`src/hw/rtl/aes_pkg.sv`:
```
// ----------------------------------------------------------------------------
// aes_pkg
// Shared types, S-box and round helpers for the AES block encryptor.
// ----------------------------------------------------------------------------
package aes_pkg;

   localparam int BLOCK_BITS = 128;
   localparam int KEY_BITS   = 32;
   localparam int INDEX_BITS = 6;
   localparam int COUNT_BITS = 4;

   localparam logic [COUNT_BITS-1:0] ROUNDS_MIN   = 4'd10;
   localparam logic [COUNT_BITS-1:0] ROUNDS_MAX   = 4'd14;
   localparam logic [COUNT_BITS-1:0] ROUNDS_RESET = 4'd14;

   localparam logic ACTION_LOAD    = 1'b0;
   localparam logic ACTION_ENCRYPT = 1'b1;

   // one word moving down the cell chain
   typedef struct packed {
      logic                  action;
      logic [INDEX_BITS-1:0] key_index;
      logic [KEY_BITS-1:0]   key_word;
      logic [BLOCK_BITS-1:0] state;
      logic                  last;
   } word_type;

   localparam logic [7:0] SBOX [256] = '{
      8'h63,8'h7c,8'h77,8'h7b,8'hf2,8'h6b,8'h6f,8'hc5,8'h30,8'h01,8'h67,8'h2b,8'hfe,8'hd7,8'hab,8'h76,
      8'hca,8'h82,8'hc9,8'h7d,8'hfa,8'h59,8'h47,8'hf0,8'had,8'hd4,8'ha2,8'haf,8'h9c,8'ha4,8'h72,8'hc0,
      8'hb7,8'hfd,8'h93,8'h26,8'h36,8'h3f,8'hf7,8'hcc,8'h34,8'ha5,8'he5,8'hf1,8'h71,8'hd8,8'h31,8'h15,
      8'h04,8'hc7,8'h23,8'hc3,8'h18,8'h96,8'h05,8'h9a,8'h07,8'h12,8'h80,8'he2,8'heb,8'h27,8'hb2,8'h75,
      8'h09,8'h83,8'h2c,8'h1a,8'h1b,8'h6e,8'h5a,8'ha0,8'h52,8'h3b,8'hd6,8'hb3,8'h29,8'he3,8'h2f,8'h84,
      8'h53,8'hd1,8'h00,8'hed,8'h20,8'hfc,8'hb1,8'h5b,8'h6a,8'hcb,8'hbe,8'h39,8'h4a,8'h4c,8'h58,8'hcf,
      8'hd0,8'hef,8'haa,8'hfb,8'h43,8'h4d,8'h33,8'h85,8'h45,8'hf9,8'h02,8'h7f,8'h50,8'h3c,8'h9f,8'ha8,
      8'h51,8'ha3,8'h40,8'h8f,8'h92,8'h9d,8'h38,8'hf5,8'hbc,8'hb6,8'hda,8'h21,8'h10,8'hff,8'hf3,8'hd2,
      8'hcd,8'h0c,8'h13,8'hec,8'h5f,8'h97,8'h44,8'h17,8'hc4,8'ha7,8'h7e,8'h3d,8'h64,8'h5d,8'h19,8'h73,
      8'h60,8'h81,8'h4f,8'hdc,8'h22,8'h2a,8'h90,8'h88,8'h46,8'hee,8'hb8,8'h14,8'hde,8'h5e,8'h0b,8'hdb,
      8'he0,8'h32,8'h3a,8'h0a,8'h49,8'h06,8'h24,8'h5c,8'hc2,8'hd3,8'hac,8'h62,8'h91,8'h95,8'he4,8'h79,
      8'he7,8'hc8,8'h37,8'h6d,8'h8d,8'hd5,8'h4e,8'ha9,8'h6c,8'h56,8'hf4,8'hea,8'h65,8'h7a,8'hae,8'h08,
      8'hba,8'h78,8'h25,8'h2e,8'h1c,8'ha6,8'hb4,8'hc6,8'he8,8'hdd,8'h74,8'h1f,8'h4b,8'hbd,8'h8b,8'h8a,
      8'h70,8'h3e,8'hb5,8'h66,8'h48,8'h03,8'hf6,8'h0e,8'h61,8'h35,8'h57,8'hb9,8'h86,8'hc1,8'h1d,8'h9e,
      8'he1,8'hf8,8'h98,8'h11,8'h69,8'hd9,8'h8e,8'h94,8'h9b,8'h1e,8'h87,8'he9,8'hce,8'h55,8'h28,8'hdf,
      8'h8c,8'ha1,8'h89,8'h0d,8'hbf,8'he6,8'h42,8'h68,8'h41,8'h99,8'h2d,8'h0f,8'hb0,8'h54,8'hbb,8'h16
   };

   function automatic logic [7:0] xtime(input logic [7:0] v);
      xtime = {v[6:0], 1'b0} ^ (v[7] ? 8'h1b : 8'h00);
   endfunction

   // SubBytes + ShiftRows, then optional MixColumns
   function automatic logic [BLOCK_BITS-1:0] round_fn(input logic [BLOCK_BITS-1:0] s,
                                                      input logic                  mix);
      logic [BLOCK_BITS-1:0] t;
      logic [BLOCK_BITS-1:0] m;
      logic [7:0] a0, a1, a2, a3, x;
      for (int c = 0; c < 4; c++) begin
         for (int r = 0; r < 4; r++) begin
            t[8*(c*4+r) +: 8] = SBOX[s[8*(((c+r)%4)*4+r) +: 8]];
         end
      end
      for (int c = 0; c < 4; c++) begin
         a0 = t[8*(c*4)   +: 8];
         a1 = t[8*(c*4+1) +: 8];
         a2 = t[8*(c*4+2) +: 8];
         a3 = t[8*(c*4+3) +: 8];
         x  = a0 ^ a1 ^ a2 ^ a3;
         m[8*(c*4)   +: 8] = a0 ^ x ^ xtime(a0 ^ a1);
         m[8*(c*4+1) +: 8] = a1 ^ x ^ xtime(a1 ^ a2);
         m[8*(c*4+2) +: 8] = a2 ^ x ^ xtime(a2 ^ a3);
         m[8*(c*4+3) +: 8] = a3 ^ x ^ xtime(a3 ^ a0);
      end
      round_fn = mix ? m : t;
   endfunction

endpackage

```
`src/hw/rtl/aes_cell.sv`:
```
// ----------------------------------------------------------------------------
// aes_cell
// One round cell: holds its four round-key words and one pipeline word.
// ----------------------------------------------------------------------------
module aes_cell #(
   parameter int INDEX = 0
) (
   input  logic                                clock,
   input  logic                                reset,
   input  logic [aes_pkg::COUNT_BITS-1:0]      rounds,
   input  logic                                up_valid,
   output logic                                up_ready,
   input  aes_pkg::word_type                   up_word,
   output logic                                dn_valid,
   input  logic                                dn_ready,
   output aes_pkg::word_type                   dn_word
);
   import aes_pkg::*;

   localparam logic [COUNT_BITS-1:0] CELL_NUM = COUNT_BITS'(INDEX);

   logic [KEY_BITS-1:0]   key_ff [4];
   logic                  valid_ff;
   word_type              word_ff;
   word_type              word_in;
   logic                  take;
   logic                  key_hit;
   logic [BLOCK_BITS-1:0] key_all;
   logic [BLOCK_BITS-1:0] rnd_out;

   assign up_ready = !valid_ff || dn_ready;
   assign take     = up_valid && up_ready;
   assign key_hit  = (up_word.action == ACTION_LOAD) &&
                     (up_word.key_index[INDEX_BITS-1:2] == CELL_NUM);
   assign key_all  = {key_ff[3], key_ff[2], key_ff[1], key_ff[0]};

   always_comb begin
      word_in = up_word;
      if (INDEX == 0) begin
         rnd_out = up_word.state ^ key_all;
      end else if (CELL_NUM <= rounds) begin
         rnd_out = round_fn(up_word.state, CELL_NUM < rounds) ^ key_all;
      end else begin
         rnd_out = up_word.state;
      end
      word_in.state = rnd_out;
   end

   always_ff @(posedge clock) begin
      if (reset) begin
         valid_ff <= 1'b0;
      end else if (up_ready) begin
         valid_ff <= up_valid;
      end
   end

   always_ff @(posedge clock) begin
      if (take) begin
         word_ff <= word_in;
      end
      if (take && key_hit) begin
         key_ff[up_word.key_index[1:0]] <= up_word.key_word;
      end
   end

   assign dn_valid = valid_ff;
   assign dn_word  = word_ff;

endmodule

```
`config.mk`:
```
export PLATFORM = sky130hd
export DESIGN_NAME = aes_cell
export DESIGN_NICKNAME = d
export VERILOG_FILES = /design/src/hw/rtl/aes_pkg.sv /design/src/hw/rtl/aes_cell.sv
export SDC_FILE = /design/constraint.sdc
export NUM_CORES = 1
export LEC_CHECK = 0
export BUFFER_PORTS_ARGS = -buffer_cell sky130_fd_sc_hd__buf_2
export CAP_MARGIN = 20
export CORE_MARGIN = 3
export CORE_UTILIZATION = 30
export DETAILED_ROUTE_END_ITERATION = 12
export GPL_TIMING_DRIVEN = 0
export SYNTH_ARGS = -nofsm -noshare
export SYNTH_HDL_FRONTEND = slang
export SYNTH_SLANG_ARGS = --single-unit
```
`constraint.sdc`:
```
create_clock -name clock -period 23.6 [get_ports clock]
set_input_delay 2.36 -clock clock [delete_from_list [all_inputs] [get_ports clock]]
set_output_delay 2.36 -clock clock [all_outputs]
set_load 0.1 [all_outputs]
```
Word level (Yosys, flattened, before mapping)
Memory sizes are Yosys's and may differ from the RTL's.
Index checks and enable logic that the tools add are counted.
W data, S select, Z words.
{"block": "totals", "n_memories": 1, "ramBits": 128, "in_bits": 176, "word_cells": 17, "reg_bits": 169, "output_inout_bits": 170}
{"memory": "key_ff", "words": 4, "word_bits": 32, "read_ports": 4, "rd_clocked_by_memory_dff": 0, "write_ports": 1, "line_no": "aes_cell.sv:22", "text": "logic [KEY_BITS-1:0] key_ff [4];"}
{"block": "classes", "n_reduce_logical": 6, "muxes": 2, "bitwise": 2}
{"operator": "$xor A128 B128 Y128", "n": 1}
{"operator": "$logic_not A4 Y1", "n": 1}
{"operator": "$logic_and A1 B1 Y1", "n": 3}
{"operator": "$mux W1", "n": 2}
{"operator": "$logic_not A1 Y1", "n": 1}
{"operator": "$logic_or A1 B1 Y1", "n": 1}
{"operator": "$not A1 Y1", "n": 1}

Depth between registers and ports, before layout
Gate-level depths: netlist (run 1).
{"block": "logic_depth", "depth_word": 6, "ltp_mapped": 3, "ltp_nobuf": 3}

Least setup slack after synthesis (run 1)
OpenSTA, ideal clock, no wires.
{"block": "synth_path", "path_kind": "input to register", "start": "in dn_ready", "end": "reg word_ff (netlist bit dn_word[0]) (enable)", "cell_stages": 2, "setup_ns": 0.698, "slack_ns": 13.474, "required_ns": 22.902, "arrival_time_ns": 9.428, "path_buffers": 0, "cell_sequence": "nor2b_1 nor2_1"}
{"block": "synth_via", "elab_chain_len": 2}
{"element": "start, declared", "line_no": "aes_cell.sv:15", "text": "input logic dn_ready,"}
{"element": "$logic_or A1 B1 Y1", "line_no": "aes_cell.sv:31", "text": "assign up_ready = !valid_ff || dn_ready;"}
{"element": "$logic_and A1 B1 Y1", "line_no": "aes_cell.sv:32", "text": "assign take = up_valid && up_ready;"}
{"element": "net take", "line_no": "aes_cell.sv:26", "text": "logic take;"}
{"element": "end signal, assigned", "line_no": "aes_cell.sv:59", "text": "word_ff <= word_in;"}
{"element": "end, declared", "line_no": "aes_cell.sv:24", "text": "word_type word_ff;"}
The timed path passes the listed nets, and every way through them passes these cells.
A chain may end at the register's enable or synchronous reset.

Worst setup path after layout (run 1)
{"block": "layout_path", "start": "in dn_ready", "end": "out up_ready"}
{"block": "layout_via", "elab_chain_len": 1}
{"element": "$logic_or A1 B1 Y1", "line_no": "aes_cell.sv:31"}
{"element": "end, declared", "line_no": "aes_cell.sv:12", "text": "output logic up_ready,"}
Every way passes these cells.

==> results of run 1 <==
[layout make-up]
type | instances | share of cell area (%)
Clock inverter | 13 | 0.717
Timing Repair Buffer | 367 | 14.8
Multi-Input combinational cell | 141 | 9.14
Antenna cell | 3 | 0.0551
Clock buffer | 38 | 5.73
Inverter | 2 | 0.0551
Sequential cell | 297 | 65.4
Tap cell | 442 | 4.06
[worst max-delay path by stage]
stage | start | end | cells past startpoint
2_1_floorplan | dn_ready | dn_word[0] | 2
3_3_place_gp | dn_ready | dn_word[0] | 3
3_5_place_dp | dn_ready | up_ready | 4
4_1_cts | dn_ready | up_ready | 4
5_1_grt | dn_ready | up_ready | 4
6_report | dn_ready | up_ready | 4
[kinds of logic after synthesis]
kind of cell / count (synthesis) / synth area share [%]
AOI/OAI and AO/OA: 1 / 0.0494
DFF: 297 / 88.0
xor gates and xnor gates: 128 / 11.1
buffers and inverters: 2 / 0.0742
and+or+nand+nor: 12 / 0.828
[through the flow]
step / utilization [%] / hold WS [ps] / setup WS (ps) / power (mW)
finish: 41.4 / 548 / 17800 / 1.21
global route: 41.4 / 556 / 17720 / 1.26
CTS: 41.4 / 549 / 17790 / 1.23
detailed placement: 38.7 / 552 / 17790 / 0.800
global placement: 37.7 / 548 / 10070 / 0.801
floorplan: - / 547 / 13470 / 0.759
[Yosys cell counts]
master / instances / area [sq um]
nor2_1: 2 / 7.51
xor2_1: 128 / 1120
or4b_4: 1 / 13.8
a21oi_1: 1 / 5.00
nand2b_1: 2 / 12.5
or2_2: 1 / 6.26
edfxtp_1: 296 / 8890
inv_1: 2 / 7.51
nand2_1: 1 / 3.75
nor4_1: 3 / 18.8
nor2b_1: 1 / 6.26
nor4b_2: 1 / 15.0
dfxtp_1: 1 / 20.0
[placed cells by master (no fill, tap or decap), types with 2 or more instances in the layout]
cell type,Yosys,layout
xor2_1,128,128
clkinv_1,0,8
clkbuf_16,0,30
diode_2,0,3
edfxtp_1,296,296
buf_6,0,2
nor4_2,0,3
buf_16,0,3
nand2b_1,2,2
buf_4,0,17
inv_1,2,2
buf_12,0,3
clkbuf_1,0,8
buf_2,0,341
[critical path, stage by stage]
cell and delay (ps):
buf_2 100, nor2b_1 530, inv_1 120, buf_2 320
[flip-flops by register name (all words and copies together), names as in the netlist]
| name | count |
|---|---|
| dn_word | 168 |
| key_ff | 128 |
| dn_valid | 1 |
[layer usage]
layer,up-vias,track usage [%]
met5,-,0
met1,2425,14.2
met4,2,3.61
met2,264,19.1
met3,46,4.24
li1,2461,-
[power groups by stage]
stage / clock network (mW) / registers (mW) / logic (mW)
floorplan: 0 / 0.746 / 0.0128
global placement: 0 / 0.624 / 0.178
detailed placement: 0 / 0.617 / 0.183
CTS: 0.441 / 0.606 / 0.183
global route: 0.461 / 0.607 / 0.188
finish: 0.427 / 0.606 / 0.181
==> flow_summary.json, run 1 <==
{
  "status": "finished clean",
  "vias": 5198,
  "max_clock_freq_ghz": 0.172,
  "grt_overflow": 0,
  "final_area_sq_um": 13600,
  "grt_max_degree": 36,
  "postSynthAreaPerCell_sq_um": 23.0,
  "drv_cap": 0,
  "die-width_um": 190,
  "post_cts_buffers": 0,
  "grt_antenna_before_repair": 4,
  "clk_pin_slew_worst_paths_ps": 60,
  "ctsResizeCount": 0,
  "hold_violations": 0,
  "worstReg2RegStart": "dn_valid",
  "slew_viol_final": 0,
  "grtUsageTotal_pct": 11.6,
  "drt_iter0_markers": 270,
  "finalClockSkew_ps": 14.7,
  "setup_violations": 0,
  "p_sw_mw": 0.342,
  "cellPowerDensity_nw_per_um2": 89.2,
  "yosysSeqAreaShare_pct": 88.0,
  "setup_tns_ps": 0,
  "slew-limit-headroom_pct": 52.9,
  "min_period_over_period_pct": 24.6,
  "ctsHoldBuffers": 0,
  "wl_per_cell_um": 16.6,
  "syn_area_sq_um": 10100,
  "worstHoldEndpoint": "dn_word[8]",
  "rsz0062_at_grt": "false",
  "timing.rr.end": "key_ff[1][18]",
  "place_area_sq_um": 12700,
  "dr_wl_met2_mm": 10.1,
  "via_per_inst": 3.99,
  "comb_power_share_pct": 14.9,
  "finalWirelength_mm": 21.6,
  "wl_met3_mm": 2.19,
  "ys_seq_elements": 297,
  "worstPathArrival_ps": 3440,
  "yosys_warnings": 0,
  "ioPinCount": 346,
  "clk_path_buf_depth": 3,
  "grt_pass1_vias": 5372,
  "hold_path_startpoint": "key_ff[0][7]",
  "p_int_mw": 0.873,
  "area_growth_pct": 34.4,
  "multi_input_area_sq_um": 1240,
  "regArea_sq_um": 8910,
  "final_cells": 1303,
  "dp.cells": 1249,
  "fill_cells": 2977,
  "worstRegToRegCells": 5,
  "syn_inst": 440,
  "gp_congestion": 0.756,
  "cts_buffers": 30,
  "detail-route-antenna-nets": 0,
  "leakage_nw": 5.31,
  "rows": 66,
  "insertion_delay_ps": 550,
  "switching_share_pct": 28.1,
  "critPathLaunchType": "primary input",
  "cts_sinks": 297,
  "drive_above_1_share_pct": 47.7,
  "r2r_slack_ps": 21380,
  "portBuffers": 341,
  "holdCritPathClass": "reg -> reg",
  "worst-setup-path-type": "in -> out",
  "place_hpwl_mm": 16.6,
  "grt_pass1_wl_mm": 32.0,
  "cp_max_fo": 6,
  "htreeDepth": 1,
  "highest-signal-layer": "met5",
  "pwr-share-clk_pct": 35.2,
  "start_util_pct": 30.8,
  "root_buffer": "clkbuf_16",
  "wl_met1_mm": 8.63,
  "irDropWorstVdd_mv": 0.0551,
  "hold_depth": 1,
  "die_h_um": 190,
  "required_ps": 21240,
  "coreArea_sq_um": 32900,
  "synth_fp_nets": 616,
  "route.detailed.drc": 0,
  "tightest_slew_ps": 700,
  "power_frac_seq_pct": 49.9,
  "first_pass_iters": 6,
  "min_period_ps": 5800,
  "dieArea_sq_um": 36000,
  "cts_tree": "built",
  "fin_nets": 1015,
  "end_kind": "primary output",
  "synth_cell_type_count": 13
}
(Power assumes the default switching activity.)
==> run 2: changes to the inputs <==
clock period = 5.2 ns   (was 23.6 ns; I/O delays follow)
==> run 2 against run 1 <==
Compared with the run above:
- clock skew shrank 7.5 ps
- cell count grew 0.46%
- core utilization grew 0.53 points
- via count grew 1.1%
- first-iteration DRC count shrank 22%
- global-route usage grew 0.080 points
- largest power group unchanged
- setup slack lost 15000 ps
- register-to-register slack lost 19000 ps
- combinational power grew to 4.5 times the previous value
- count of clock-buffer cells in the layout grew 2
- non-clock buffer count shrank 2
- hold slack lost 360 ps
==> flow_summary.json, run 2 (synthesis results as in run 1) <==
{
  "final_cells": 1309,
  "route.detailed.drc": 0,
  "required_ps": 5400,
  "setup_violations": 0,
  "grt_pass1_vias": 5434,
  "vias": 5253,
  "clk_pin_slew_worst_paths_ps": 50,
  "grt_antenna_before_repair": 2,
  "area_growth_pct": 36.2,
  "critPathLaunchType": "primary input",
  "comb_power_share_pct": 14.0,
  "ctsResizeCount": 0,
  "cts_buffers": 34,
  "rows": 66,
  "rsz0062_at_grt": "false",
  "min_period_ps": 2460,
  "cp_max_fo": 7,
  "drt_iter0_markers": 211,
  "power_frac_seq_pct": 47.0,
  "grt_pass1_wl_mm": 31.9,
  "holdCritPathClass": "in -> reg",
  "p_sw_mw": 1.61,
  "grt_max_degree": 37,
  "finalWirelength_mm": 22.0,
  "ctsHoldBuffers": 0,
  "drive_above_1_share_pct": 49.0,
  "htreeDepth": 2,
  "min_period_over_period_pct": 47.3,
  "root_buffer": "clkbuf_16",
  "die_h_um": 190,
  "fill_cells": 3018,
  "drv_cap": 0,
  "grtUsageTotal_pct": 11.7,
  "cts_sinks": 297,
  "detail-route-antenna-nets": 0,
  "cellPowerDensity_nw_per_um2": 425,
  "max_clock_freq_ghz": 0.407,
  "worstPathArrival_ps": 2660,
  "gp_congestion": 0.766,
  "tightest_slew_ps": 937,
  "slew-limit-headroom_pct": 37.0,
  "portBuffers": 341,
  "irDropWorstVdd_mv": 0.291,
  "hold_violations": 0,
  "pwr-share-clk_pct": 39.1,
  "die-width_um": 190,
  "switching_share_pct": 27.5,
  "wl_per_cell_um": 16.8,
  "fin_nets": 1017,
  "leakage_nw": 5.40,
  "finalClockSkew_ps": 7.25,
  "status": "finished clean",
  "layout_common_cells": "buf_2, edfxtp_1, xor2_1, clkbuf_16, buf_4",
  "end_kind": "flip-flop",
  "start_util_pct": 30.8,
  "hold_depth": 2,
  "slew_viol_final": 0,
  "dp.cells": 1247,
  "worstRegToRegCells": 5,
  "p_int_mw": 4.25,
  "insertion_delay_ps": 490,
  "worst-setup-path-type": "in -> reg",
  "ioPinCount": 346,
  "clk_path_buf_depth": 3,
  "coreArea_sq_um": 32900,
  "grt_overflow": 0,
  "setup_tns_ps": 0,
  "largest_reg_flops": 168,
  "dieArea_sq_um": 36000,
  "cts_tree": "built",
  "post_cts_buffers": 0,
  "place_hpwl_mm": 16.7,
  "mostFrequentLayoutCell": "buf_2",
  "via_per_inst": 4.01,
  "first_pass_iters": 6
}
[run 2: worst paths after layout]
check / from / endpoint / slack [ps]
max: up_word[164] / key_ff[1][7] / 2740
min: reset / dn_valid / 180
min reg2reg: key_ff[2][0] / dn_word[65] / 560
max reg2reg: dn_valid / key_ff[1][7] / 2850
[run 2: worst max-delay path, cell delays in order]
cell    delay, ps
buf_2         110
or4b_4        590
nor4_2        800
buf_6         240
buf_4         190
buf_4         200
[run 2: stage by stage]
stage | power (mW) | area, sq um | hold slack, ps | worst slack [ps] | utilization [%]
detailed placement | 3.63 | 12700 | 552 | 2180 | 38.6
global placement | 3.62 | 12400 | 547 | -3640 | 37.7
CTS | 5.96 | 13800 | 150 | 2720 | 41.9
floorplan | 3.43 | 10100 | 547 | 496 | -
finish | 5.86 | 13800 | 184 | 2740 | 42.0
global route | 6.07 | 13800 | 174 | 2670 | 41.9
[run 2: final cells by class]
class | count | area [sq um] | area share, %
antenna | 1 | 2.50 | 0.0181
clock buffer | 40 | 937 | 6.80
clock inverter | 21 | 164 | 1.19
inverter | 2 | 7.51 | 0.0544
multi-input combinational | 141 | 1240 | 9.03
sequential | 297 | 8910 | 64.6
tap | 442 | 553 | 4.01
timing repair buffer | 365 | 1970 | 14.3
[run 2: power groups by stage]
stage	Combinational, mW	Clock (mW)	Sequential [mW]
global route	0.846	2.46	2.76
finish	0.818	2.29	2.75
global placement	0.807	0	2.81
floorplan	0.0590	0	3.37
detailed placement	0.825	0	2.80
CTS	0.825	2.38	2.75
[run 2: per-layer routing]
layer / vias up / part of all wire [%] / routed length, um / GRT usage (%)
li1: 2472 / - / - / -
met2: 269 / 48 / 10600 / 19.8
met3: 45 / 10 / 2210 / 4.51
met4: 4 / 2.4 / 519 / 3.50
met1: 2463 / 39 / 8640 / 13.7
met5: - / 0.095 / 21 / 0
